**src/rtl/srom_pkg.sv**
```systemverilog
// shared constants, codes and types of the segmented range ordinal mapper
// no dependencies; imported by every module of the block
`default_nettype none

package srom_pkg;

    // table geometry
    localparam int TABLE_DEPTH = 16;
    localparam int IDX_W       = $clog2(TABLE_DEPTH);
    localparam int CNT_W       = $clog2(TABLE_DEPTH + 1);

    // datapath widths
    localparam int VAL_W = 32;
    localparam int KEY_W = 64;
    localparam int INC_W = 31;
    localparam int QUO_W = 32;

    // stream widths
    localparam int S_DATA_W = 136;
    localparam int S_USER_W = 4;
    localparam int M_DATA_W = 64;
    localparam int M_USER_W = 1;

    // item modes
    localparam logic [1:0] MODE_LOAD   = 2'd0;
    localparam logic [1:0] MODE_ENCODE = 2'd1;
    localparam logic [1:0] MODE_DECODE = 2'd2;
    localparam logic [1:0] MODE_NONE   = 2'd3;

    // entry kinds
    localparam logic [1:0] KIND_RANGE  = 2'd0;
    localparam logic [1:0] KIND_SINGLE = 2'd1;
    localparam logic [1:0] KIND_SETKEY = 2'd2;
    localparam logic [1:0] KIND_SETINC = 2'd3;

    typedef struct packed {
        logic [1:0]       kind;
        logic [VAL_W-1:0] first;
        logic [VAL_W-1:0] last;
    } srom_entry_t;

    typedef struct packed {
        logic [1:0]       mode;
        logic [IDX_W-1:0] index;
        srom_entry_t      entry;
        logic [VAL_W-1:0] query;
        logic [VAL_W-1:0] start_key;
    } srom_item_t;

    typedef struct packed {
        logic             wr_en;
        logic [IDX_W-1:0] wr_addr;
        srom_entry_t      wr_entry;
        logic             rd_en;
        logic [IDX_W-1:0] rd_addr;
    } srom_mem_req_t;

    // sign extension of a 32-bit value to key width
    function automatic logic [KEY_W-1:0] sx64(input logic [VAL_W-1:0] v);
        sx64 = {{(KEY_W-VAL_W){v[VAL_W-1]}}, v};
    endfunction

endpackage

`default_nettype wire

```
**src/rtl/srom_table.sv**
```systemverilog
// segment table: one synchronous memory, one write and one registered read port
// depends on srom_pkg for the entry type and the memory request struct
`default_nettype none

module srom_table (
    input  wire                      clk,
    input  srom_pkg::srom_mem_req_t  req,
    output srom_pkg::srom_entry_t    rd_entry
);
    import srom_pkg::*;

    srom_entry_t mem [TABLE_DEPTH];
    srom_entry_t rd_entry_reg;

    // write port
    always_ff @(posedge clk)
    begin
        if (req.wr_en)
        begin
            mem[req.wr_addr] <= req.wr_entry;
        end
    end

    // read port, registered, holds when not enabled
    always_ff @(posedge clk)
    begin
        if (req.rd_en)
        begin
            rd_entry_reg <= mem[req.rd_addr];
        end
    end

    assign rd_entry = rd_entry_reg;

endmodule

`default_nettype wire

```
**config.mk**
```make
export PLATFORM = sky130hd
export DESIGN_NAME = srom_table
export DESIGN_NICKNAME = d
export VERILOG_FILES = /design/src/rtl/srom_pkg.sv /design/src/rtl/srom_table.sv
export SDC_FILE = /design/constraint.sdc
export NUM_CORES = 1
export LEC_CHECK = 0
export BUFFER_PORTS_ARGS = -buffer_cell sky130_fd_sc_hd__buf_2
export CORE_MARGIN = 8
export CORE_UTILIZATION = 35
export CTS_BUF_LIST = sky130_fd_sc_hd__clkbuf_4
export DETAILED_ROUTE_END_ITERATION = 16
export PLACE_DENSITY = 0.55
export SLEW_MARGIN = 40
export SYNTH_ARGS = -nofsm -noshare
export SYNTH_HDL_FRONTEND = slang
export SYNTH_SLANG_ARGS = --single-unit
```
**constraint.sdc**
```tcl
create_clock -name clk -period 19.1 [get_ports clk]
set_input_delay 1.91 -clock clk [delete_from_list [all_inputs] [get_ports clk]]
set_output_delay 1.91 -clock clk [all_outputs]
set_load 0.02 [all_outputs]
```
==> metrics.cfg <==
[logic_synthesis]
yosysSeqAreaShare_pct = 81.3
syn_nets = 1775
yosys_warnings = 0
ys_seq_elements = 1122
syn_area_per_cell_um2 = 24.4
synthesis.area_um2 = 41500
ys_types = 17
synth_cells = 1698

[drt]
via_per_inst = 5.16
detail_route.wl_per_cell_um = 26.3
dr.pass1.iters = 5
drt-total-wl_mm = 101
drc = 0
antenna_left = 0
drt_iter0_markers = 1551
num_vias = 19800

[floorplan]
coreArea_um2 = 118000
die_y_um = 360
initial_core_util_pct = 35.2
die_area_um2 = 130000
die_x_um = 360
ios = 143
rows = 126

[sta]
slew_violations = 0
fmax_ghz = 0.239
finalClockSkew_ns = 0.0850
hold_viol_final = 0
rsz0062_at_grt = false
period_needed_ns = 4.18
finalSetupTns_ns = 0
setup_viol = 0
max_slew_margin_pct = 42.8
tightest_slew_ns = 0.858
min_period_over_period_pct = 21.9

[placed_design]
place.gp.congestion = 0.679
place.detailed.hpwl_mm = 50.1
portBuffers = 142

[critical_path]
crit-reg2reg-launch = mem[11][43]
crit_slowest_cell = buf_4
critPathTopFamily = buffers and inverters
cp.required_ns = 19.87
reg2reg_slack_ns = 17.52
critPathLaunchType = primary input
crit_chain = buf_8, buf_4, buf_12, buf_16, mux4_2, a22oi_1, nand2_1
cp.buffers_inverters = 4
crit_type = primary input to flip-flop
timing.rr.end = rd_entry[43]
cp-end-kind = flip-flop
r2r_cells = 3
critPathArrivalTime_ns = 4.95
crit_start = req[1]
path_max_fanout = 77
max_stage_delay_ns = 0.74

[min_path]
hold_class = flip-flop to flip-flop
min_to = rd_entry[16]
min_path_cells = 3
min_from = mem[7][16]

[run]
drv_cap = 0

[grt]
grt_pass1_vias = 21700
gr-total-overflow = 0
gr-usage-all-layers_pct = 15.4
grt_pass1_wl_mm = 146
grt_start_max_net_pins = 78
antenna_found_initial = 24

[final_layout]
final_common_cell = edfxtp_1
largest_reg_flops = 1056
mostFrequentLayoutCells = edfxtp_1, clkbuf_4, mux4_2
nNetsFinal = 2185
drive_above_1_share_pct = 40.2
area_delta_synth_final_pct = 15.3

[clock_network]
h-tree-depth = 5
clk_pin_slew_ns = 0.07
clock_sinks = 1122
post-cts-setup-buffer-count = 0
ctsHoldBuffers = 0
insertion_delay_ns = 1.13
cts_resized = 0
clockRootBuffer = clkbuf_4
cts_buffers = 304
clockBufferDepth = 4
cts_tree = done

[pwr]
p_leak_nw = 15.5
power.total_mw = 5.00
ir_drop_mv = 0.0443
power_density_nw_per_um2 = 105

[status]
status = completed

## report_power, final
group	switching, mW	leakage, nW	internal [mW]
clock	0.913	2.11	1.05
combinational	0.156	3.15	0.0941
sequential	0.0178	10.2	2.77
## how the worst max path moves through the flow
stage,cells after the start,slack [ns],end
5_1_grt,7,14.89,rd_entry[43]
6_report,7,14.92,rd_entry[43]
4_1_cts,7,15.02,rd_entry[43]
3_5_place_dp,7,13.80,rd_entry[45]
2_1_floorplan,2,11.62,mem[0][0]
3_3_place_gp,6,13.49,rd_entry[24]
## cell families after synthesis
kind of cell | count (synthesis) | synth area share (%)
flops | 1122 | 81.3
simple gates | 93 | 0.917
buf+inv | 87 | 1.09
compound gates | 132 | 2.39
mux | 264 | 14.3
## area by class of cell
cell class                 instances  area, um^2
antenna                           14        35.0
fill                           10400       69900
sequential                      1122       33700
timing repair buffer             191        1240
clock buffer                     428        3210
multi-input combinational        489        7450
clock inverter                    56         274
tap                             1536        1920
## worst reg2reg max path: stages (launching register included)
cell and delay (ns):
edfxtp_1 0.37, mux4_2 0.48, a22oi_1 0.25, nand2_1 0.18
## metrics by stage
stage	utilization [%]	setup slack, ns	area (um^2)	instances	hold slack, ns
6_report	40.6	14.92	47800	3836	0.702
5_1_grt	40.6	14.89	47800	3828	0.740
4_1_cts	40.6	15.02	47800	3821	0.700
3_5_place_dp	37.6	13.80	44300	3337	0.733
3_3_place_gp	37.5	13.49	44200	3333	0.724
2_1_floorplan	-	11.62	41500	1698	0.710
## cell usage after synthesis
cell type / instances / area, um^2
a22oi_1: 132 / 991
and2_1: 1 / 6.26
buf_1: 6 / 22.5
buf_2: 11 / 55.1
buf_4: 16 / 120
buf_6: 7 / 78.8
clkbuf_1: 47 / 176
edfxtp_1: 1122 / 33700
mux4_2: 264 / 5950
nand2_1: 67 / 251
nand2b_1: 2 / 12.5
nand3_1: 1 / 5.00
nand3b_1: 2 / 15.0
nor2_1: 13 / 48.8
nor2b_1: 2 / 12.5
nor3_1: 4 / 20.0
or3b_2: 1 / 8.76
## routing by layer
| metal | global-route usage, % | share of wire [%] | vias up |
|---|---|---|---|
| met4 | 4.77 | 1.8 | 8 |
| met1 | 20.2 | 42 | 10500 |
| li1 | - | - | 8355 |
| met5 | 0 | 0.051 | - |
| met3 | 4.24 | 6.8 | 152 |
| met2 | 24.9 | 49 | 712 |
Power figures use the tool's default switching activity.
