[src/rtl/srom_pkg.sv]
// shared constants, codes and types of the segmented range ordinal mapper
// no dependencies; imported by every module of the block
`default_nettype none

package srom_pkg;

    // table geometry
    localparam int TABLE_DEPTH = 16;
    localparam int IDX_W       = $clog2(TABLE_DEPTH);
    localparam int CNT_W       = $clog2(TABLE_DEPTH + 1);

    // datapath widths
    localparam int VAL_W = 32;
    localparam int KEY_W = 64;
    localparam int INC_W = 31;
    localparam int QUO_W = 32;

    // stream widths
    localparam int S_DATA_W = 136;
    localparam int S_USER_W = 4;
    localparam int M_DATA_W = 64;
    localparam int M_USER_W = 1;

    // item modes
    localparam logic [1:0] MODE_LOAD   = 2'd0;
    localparam logic [1:0] MODE_ENCODE = 2'd1;
    localparam logic [1:0] MODE_DECODE = 2'd2;
    localparam logic [1:0] MODE_NONE   = 2'd3;

    // entry kinds
    localparam logic [1:0] KIND_RANGE  = 2'd0;
    localparam logic [1:0] KIND_SINGLE = 2'd1;
    localparam logic [1:0] KIND_SETKEY = 2'd2;
    localparam logic [1:0] KIND_SETINC = 2'd3;

    typedef struct packed {
        logic [1:0]       kind;
        logic [VAL_W-1:0] first;
        logic [VAL_W-1:0] last;
    } srom_entry_t;

    typedef struct packed {
        logic [1:0]       mode;
        logic [IDX_W-1:0] index;
        srom_entry_t      entry;
        logic [VAL_W-1:0] query;
        logic [VAL_W-1:0] start_key;
    } srom_item_t;

    typedef struct packed {
        logic             wr_en;
        logic [IDX_W-1:0] wr_addr;
        srom_entry_t      wr_entry;
        logic             rd_en;
        logic [IDX_W-1:0] rd_addr;
    } srom_mem_req_t;

    // sign extension of a 32-bit value to key width
    function automatic logic [KEY_W-1:0] sx64(input logic [VAL_W-1:0] v);
        sx64 = {{(KEY_W-VAL_W){v[VAL_W-1]}}, v};
    endfunction

endpackage

`default_nettype wire

[src/rtl/srom_div.sv]
// restoring divider, one quotient bit per cycle, 32 steps
// depends on srom_pkg for widths; the quotient must fit in QUO_W bits
`default_nettype none

module srom_div (
    input  wire                            clk,
    input  wire                            rst_n,
    input  wire                            start,
    input  wire [srom_pkg::KEY_W-1:0]      dividend,
    input  wire [srom_pkg::INC_W-1:0]      divisor,
    output logic                           done,
    output logic [srom_pkg::QUO_W-1:0]     quotient
);
    import srom_pkg::*;

    localparam int STEP_W = $clog2(QUO_W);

    logic              busy_reg, busy_next;
    logic              done_reg, done_next;
    logic [STEP_W-1:0] cnt_reg, cnt_next;
    logic [INC_W-1:0]  rem_reg, rem_next;
    logic [QUO_W-1:0]  sh_reg, sh_next;
    logic [INC_W-1:0]  dvsr_reg, dvsr_next;

    logic [INC_W:0]    trial;
    logic [INC_W:0]    diff;
    logic              ge;

    // one trial subtraction
    assign trial = {rem_reg, sh_reg[QUO_W-1]};
    assign diff  = trial - {1'b0, dvsr_reg};
    assign ge    = trial >= {1'b0, dvsr_reg};

    always_comb
    begin
        busy_next = busy_reg;
        done_next = 1'b0;
        cnt_next  = cnt_reg;
        rem_next  = rem_reg;
        sh_next   = sh_reg;
        dvsr_next = dvsr_reg;
        if (start)
        begin
            // upper half is below the divisor since the quotient fits
            busy_next = 1'b1;
            cnt_next  = STEP_W'(QUO_W - 1);
            rem_next  = dividend[QUO_W +: INC_W];
            sh_next   = dividend[QUO_W-1:0];
            dvsr_next = divisor;
        end
        else if (busy_reg)
        begin
            rem_next = ge ? diff[INC_W-1:0] : trial[INC_W-1:0];
            sh_next  = {sh_reg[QUO_W-2:0], ge};
            cnt_next = cnt_reg - STEP_W'(1);
            if (cnt_reg == '0)
            begin
                busy_next = 1'b0;
                done_next = 1'b1;
            end
        end
    end

    // control state
    always_ff @(posedge clk or negedge rst_n)
    begin
        if (!rst_n)
        begin
            busy_reg <= 1'b0;
            done_reg <= 1'b0;
            cnt_reg  <= '0;
        end
        else
        begin
            busy_reg <= busy_next;
            done_reg <= done_next;
            cnt_reg  <= cnt_next;
        end
    end

    // datapath
    always_ff @(posedge clk)
    begin
        rem_reg  <= rem_next;
        sh_reg   <= sh_next;
        dvsr_reg <= dvsr_next;
    end

    assign done     = done_reg;
    assign quotient = sh_reg;

endmodule

`default_nettype wire

[config.mk]
export PLATFORM = sky130hd
export DESIGN_NAME = srom_div
export DESIGN_NICKNAME = d
export VERILOG_FILES = /design/src/rtl/srom_pkg.sv /design/src/rtl/srom_div.sv
export SDC_FILE = /design/constraint.sdc
export NUM_CORES = 1
export LEC_CHECK = 0
export BUFFER_PORTS_ARGS = -buffer_cell sky130_fd_sc_hd__buf_4
export CAP_MARGIN = 20
export CELL_PAD_IN_SITES_DETAIL_PLACEMENT = 1
export CELL_PAD_IN_SITES_GLOBAL_PLACEMENT = 2
export CORE_MARGIN = 3
export CORE_UTILIZATION = 38
export CTS_CLUSTER_SIZE = 25
export DETAILED_ROUTE_END_ITERATION = 10
export PLACE_DENSITY = 0.92
export REMOVE_ABC_BUFFERS = 1
export SYNTH_ARGS = -nofsm -noshare
export SYNTH_HDL_FRONTEND = slang
export SYNTH_SLANG_ARGS = --single-unit
[constraint.sdc]
create_clock -name clk -period 7.2 [get_ports clk]
set_input_delay 0.72 -clock clk [delete_from_list [all_inputs] [get_ports clk]]
set_output_delay 0.72 -clock clk [all_outputs]
set_load 0.005 [all_outputs]
==> results of run 1 <==
[per-stage QoR]
stage,cells,setup WS (ns),total power [mW]
after floorplan,507,3.24,1.99
after global placement,850,3.37,2.35
after detailed placement,850,3.27,2.40
after CTS,866,3.24,2.91
after global routing,866,3.00,3.13
final,866,3.29,2.87
[cell type report]
class                           count  area (um2)
Clock buffer                       10         229
Clock inverter                      6        65.1
Fill cell                        1688        7880
Inverter                           38         143
Multi-Input combinational cell    368        2800
Sequential cell                   101        3000
Tap cell                          211         264
Timing Repair Buffer              132         991
[routing by layer]
layer	vias to the layer above	wire [um]	part of all wire
met5	-	0	0
met4	0	256	0.017
met3	15	951	0.064
met2	102	7100	0.47
met1	2177	6640	0.44
li1	2200	-	-
[cell usage after synthesis (all sizes together) (3+ instances only)]
master and number:
edfxtp 94, mux2 55, a21oi 44, inv 38
ha 33, nor2 32, nand2 30, o21ai 25
xnor2 21, a21o 13, clkbuf 13, xor2 10
buf 9, nand3 8, nor2b 8, dfrtp 7
nor3 7, and3 6, mux2i 6, nand2b 6
o21a 6, a221o 5, nand4 5, nor3b 5
a211oi 4, a31oi 4, and2 4, o41ai 3
[path summary, 6_finish.rpt]
kind	end	from	slack (ns)	cells past startpoint
worst max-delay path	rem_reg[3]	quotient[31]	3.29	12
min in group clk	dvsr_reg[6]	divisor[6]	0.53	1
worst max register to register	rem_reg[3]	quotient[31]	3.29	12
worst min register to register	cnt_reg[0]	cnt_reg[0]	0.56	2
worst min-delay path	done	rst_n	0.15	1
max in group asynchronous	cnt_reg[4]	rst_n	6.93	1
[power by group through the flow]
stage	Clock (mW)	Combinational [mW]	Sequential [mW]
CTS	0.501	1.51	0.899
global placement	0	1.45	0.900
global route	0.526	1.69	0.916
floorplan	0	1.11	0.885
detailed placement	0	1.49	0.910
finish	0.487	1.49	0.897
[logic make-up after synthesis]
logic type	Yosys count	synth area share
flip-flops	101	0.496
AND/OR/NAND/NOR	122	0.103
buffers and inverters	60	0.0408
XOR/XNOR	31	0.0449
adder cells (fa/ha/maj)	34	0.0717
AO/OA/AOI/OAI	120	0.131
multiplexers	61	0.112
[layout by cell type (no fill, tap or decap), types with 2 or more instances in the layout]
cell type / synthesis / routed
o41ai_1: 3 / 3
a211oi_1: 4 / 4
nand2_1: 30 / 30
buf_4: 0 / 132
and3_1: 6 / 6
mux2i_1: 6 / 6
inv_1: 38 / 38
a21oi_1: 42 / 42
o31a_1: 2 / 2
nand4_1: 5 / 5
inv_8: 0 / 2
ha_1: 33 / 33
nor3_1: 7 / 7
nand2b_1: 6 / 6
nor3b_1: 5 / 5
a21o_1: 13 / 13
a221o_1: 5 / 5
edfxtp_1: 94 / 94
nor2_1: 32 / 32
a311oi_1: 2 / 2
and4_1: 2 / 2
a21oi_4: 1 / 2
clkinv_4: 0 / 2
mux2_1: 3 / 3
or3_1: 2 / 2
o21ai_0: 24 / 24
clkbuf_16: 0 / 9
xnor2_1: 21 / 21
xor2_1: 10 / 10
or2_2: 2 / 2
o311ai_1: 2 / 2
and2_1: 4 / 4
a31oi_1: 4 / 4
dfrtp_1: 7 / 7
nor2b_1: 7 / 7
mux2_2: 52 / 52
nand3_1: 8 / 8
o21a_1: 6 / 6
[worst max-delay path: cells and delay by family (launching register included)]
family,cells,cell delay (ns)
compound gates,5,1.31
flops,1,0.38
simple gates,1,0.17
mux,2,0.62
buf+inv,2,0.51
fa+ha+maj,2,0.65
==> impl_metrics.ini, run 1 <==
[outcome]
status = complete, no violations

[timing]
post-route-period-util = 0.543
fin_hold_ws_ns = 0.152
fin_skew_ns = 0.00920
fmax_mhz = 256
finalSetupTns_ns = 0
rsz0062_at_grt = false
hold_viol = 0
setup_viol = 0
maxSlewHeadroom = 0.411
min_period_ns = 3.91
worstMarginPinSlew_ns = 0.883
maxSlewViolCount = 0

[logic_synthesis]
synth_top_area_frac = 0.467
synth_edf_count = 94
synth-seq-area-share = 0.496
syn_avg_cell_area_um2 = 11.4
ys_top_cells_by_area = edfxtp_1 (47%), mux2_2 (9.7%), ha_1 (6.8%)
ys.flop_type = edfxtp_1
syn_area_um2 = 6040
ys_seq_elements = 101
synth_warnings = 0
syn_inst = 529
synth_top_area_cell = edfxtp_1
synthDistinctLibCells = 57
async_flop_share = 0.0693

[routing]
drt_pass1_iterations = 4
routed_wl_um = 14900
vias = 4494
dr.first_iter.drc_count = 151
drc = 0
vias_per_cell = 5.19
drtAntennaViolNets = 0
wl_per_cell_um = 17.3

[grt]
grt_use_met2 = 0.289
grt_busiest_layer = met2
grt_pass1_wl_um = 25200
grt_usage = 0.176
grt-ovfl-total = 0
antenna_found_initial = 0
grt_max_degree = 78
grt.met3_usage = 0.0561
grtUsageMet1 = 0.220
grt_pass1_vias = 4985

[setup_path]
worstSetupStartpointType = register
cp-end-kind = register
arrival_ns = 4.02
slowest_stage = a21oi_4
crit_top_cell = a21oi_4
crit_type = reg -> reg
slowest_delay_ns = 0.49
crit_fanout = 33
crit_chain = inv_1 > ha_1 > fa_1 > nor2b_1 > o31a_1 > o41a_1 > a31o_4 > a21oi_4 > a21oi_4 > buf_4 > mux2_1 > mux2_2
crit_required_ns = 7.31

[power_and_ir_drop]
power_switching_mw = 1.13
switching_share = 0.391
p_comb_frac = 0.518
p_per_area_nw_per_um2 = 384
power.share.sequential = 0.312
p_int_mw = 1.75
ir_drop_v = 0.000158
p_leak_nw = 3.16
clock_power_share = 0.169

[placed_design]
io_buffers = 129
detailed_place_hpwl_um = 11100
dpl_cell_area_um2 = 7200
place.gp.congestion = 0.797

[clock_tree]
numCtsBuffers = 9
clk_latency_ns = 0.36
htree_num_levels = 3
clockBufferDepth = 2
clock_sinks = 101
tritoncts = done
path_clk_slew_ns = 0.08
hold_buffers = 0
cts_resized = 0
cts_setup_buffers = 0
clockRootBuffer = clkbuf_16

[finish]
area_growth_pct = 24.0
fin_area_um2 = 7490
largest_reg_flops = 32
final_nets = 782
drive_above_1_share = 0.318
diodes = 0
final_core_util = 0.488

[die]
start_util = 0.393
die_area_um2 = 17400
core_area_um2 = 15400
die_w_um = 132
io_pins = 131
rows = 45
die_y_um = 132

[min_path]
hp-class = in -> async

[flow_run]
max_cap_viol_count = 0
No activity file was read; power rests on OpenSTA's default activity.
==> inputs of run 2 (changes only) <==
--- a/config.mk
+++ b/config.mk
@@ -10,10 +10,10 @@
 export CELL_PAD_IN_SITES_DETAIL_PLACEMENT = 1
 export CELL_PAD_IN_SITES_GLOBAL_PLACEMENT = 2
 export CORE_MARGIN = 3
-export CORE_UTILIZATION = 38
+export CORE_UTILIZATION = 36
 export CTS_CLUSTER_SIZE = 25
 export DETAILED_ROUTE_END_ITERATION = 10
-export PLACE_DENSITY = 0.92
+export PLACE_DENSITY = 0.88
 export REMOVE_ABC_BUFFERS = 1
 export SYNTH_ARGS = -nofsm -noshare
 export SYNTH_HDL_FRONTEND = slang
==> constraint.sdc (replaced) <==
create_clock -name clk -period 3.63 [get_ports clk]
set_input_delay 0.363 -clock clk [delete_from_list [all_inputs] [get_ports clk]]
set_output_delay 0.363 -clock clk [all_outputs]
set_load 0.005 [all_outputs]
==> run 2 against run 1 <==
Against the previous run:
- highest routed layer unchanged
- register-to-register slack got worse by 3.1 ns
- utilization decreased by 2.0 points
- fmax increased by 15%
- clock power increased by 98%
- first-iteration DRC count decreased by 7.3%
- largest power group unchanged
- clock skew increased by 0.0049 ns
- via count decreased by 0.76%
- critical endpoint is now rem_reg[20]
==> impl_metrics.ini, run 2 (synthesized netlist as in run 1, its figures left out) <==
[die]
core_area_um2 = 16200
die_area_um2 = 18400
io_pins = 131
start_util = 0.374
rows = 46
die_y_um = 136
die_w_um = 136

[finish]
fin_area_um2 = 7570
drive_above_1_share = 0.321
final_nets = 787
nFillCells = 1747
layoutNonFillerInstCount = 876
final_common_cell = buf_4
area_growth_pct = 25.2
largest_reg_flops = 32
most-common-layout-cells = buf_4 (133), edfxtp_1 (94), mux2_2 (52), a21oi_1 (42), inv_1 (38)
diodes = 0

[routing]
vias = 4460
routed_wl_um = 14800
drt_pass1_iterations = 4
drtAntennaViolNets = 0
dr.first_iter.drc_count = 140
wl_per_cell_um = 16.9
drc = 0
vias_per_cell = 5.09

[clock_tree]
cts_setup_buffers = 0
clk_latency_ns = 0.36
numCtsBuffers = 9
clock_sinks = 101
path_clk_slew_ns = 0.08
clockRootBuffer = clkbuf_16
clockBufferDepth = 2
htree_num_levels = 3
tritoncts = done

[power_and_ir_drop]
p_leak_nw = 3.19
ir_drop_v = 0.000330
p_per_area_nw_per_um2 = 765

[outcome]
status = complete, no violations

[timing]
hold_viol = 0
setup_viol = 0
rsz0062_at_grt = false
min_period_ns = 3.39
fin_hold_ws_ns = 0.172
fmax_mhz = 295
worstMarginPinSlew_ns = 0.616
post-route-period-util = 0.935
fin_skew_ns = 0.0141
maxSlewHeadroom = 0.588
maxSlewViolCount = 0

[placed_design]
place_inst = 859
detailed_place_hpwl_um = 10900
dpl_cell_area_um2 = 7270
place.gp.congestion = 0.836
io_buffers = 129

[grt]
grt_max_degree = 87
antenna_found_initial = 0
grt_pass1_vias = 4855
grt-ovfl-total = 0
grt_pass1_wl_um = 24400
grt_usage = 0.168

[setup_path]
worstSetupStartpointType = register
crit_required_ns = 3.74
crit_fanout = 15
crit_type = reg -> reg
arrival_ns = 3.50
cp-end-kind = register

[min_path]
hp-class = in -> reg

[flow_run]
max_cap_viol_count = 0
## run 2: timing repair
action | 4_1_cts | 5_1_grt
setup endpoints to repair | 0 | 0
gates resized for setup | 0 | 0
hold buffers | 1 | 0
endpoints found under the hold margin | 7 | 0
## run 2: layer usage
layer	global-route usage	wire (um)
met1	0.215	6710
met2	0.270	6900
met3	0.0639	1090
met4	0.0409	136
met5	0	0
## run 2: worst paths after layout
kind                            slack, ns  cells past startpoint   startpoint           to
worst min register to register       0.53                      2   cnt_reg[4]   cnt_reg[4]
worst max register to register       0.24                     10  dvsr_reg[0]  rem_reg[20]
worst max-delay path                 0.24                     10  dvsr_reg[0]  rem_reg[20]
worst min-delay path                 0.17                      1   divisor[6]  dvsr_reg[6]
max in group asynchronous            3.15                      2        rst_n   cnt_reg[2]
min in group asynchronous            0.36                      2        rst_n   cnt_reg[0]
## run 2: cell type report
cell class	count	area (um2)	area share
repair buffers	137	1070	0.141
multi-input cells	368	2800	0.371
clock inverters	7	57.6	0.00761
flip-flops and latches	101	3000	0.396
clock buffers	9	225	0.0298
inverters	38	143	0.0189
well taps	216	270	0.0357
## run 2: critical path, cell delays in order (launching register included)
cell and delay, ns:
edfxtp_1 0.42, ha_1 0.23, fa_1 0.41, nor2b_1 0.19, o31a_1 0.18, o41a_1 0.21
a31o_4 0.22, a21oi_4 0.09, a21oi_4 0.52, mux2_2 0.40, mux2_2 0.26
## run 2: per-stage QoR
stage	worst slack (ns)	TNS (ns)	util	power, mW
final	0.236	0	0.468	5.79
after global routing	0.0519	0	0.468	6.28
after floorplan	-0.328	-2.77	-	3.95
after CTS	0.239	0	0.468	5.85
after detailed placement	0.260	0	0.450	4.84
after global placement	0.323	0	0.450	4.74
## run 2: report_power, final
group / internal, mW / total, mW / switching (mW)
Combinational: 1.42 / 3.04 / 1.62
Sequential: 1.63 / 1.78 / 0.149
Clock: 0.479 / 0.965 / 0.486
Total: 3.53 / 5.79 / 2.26
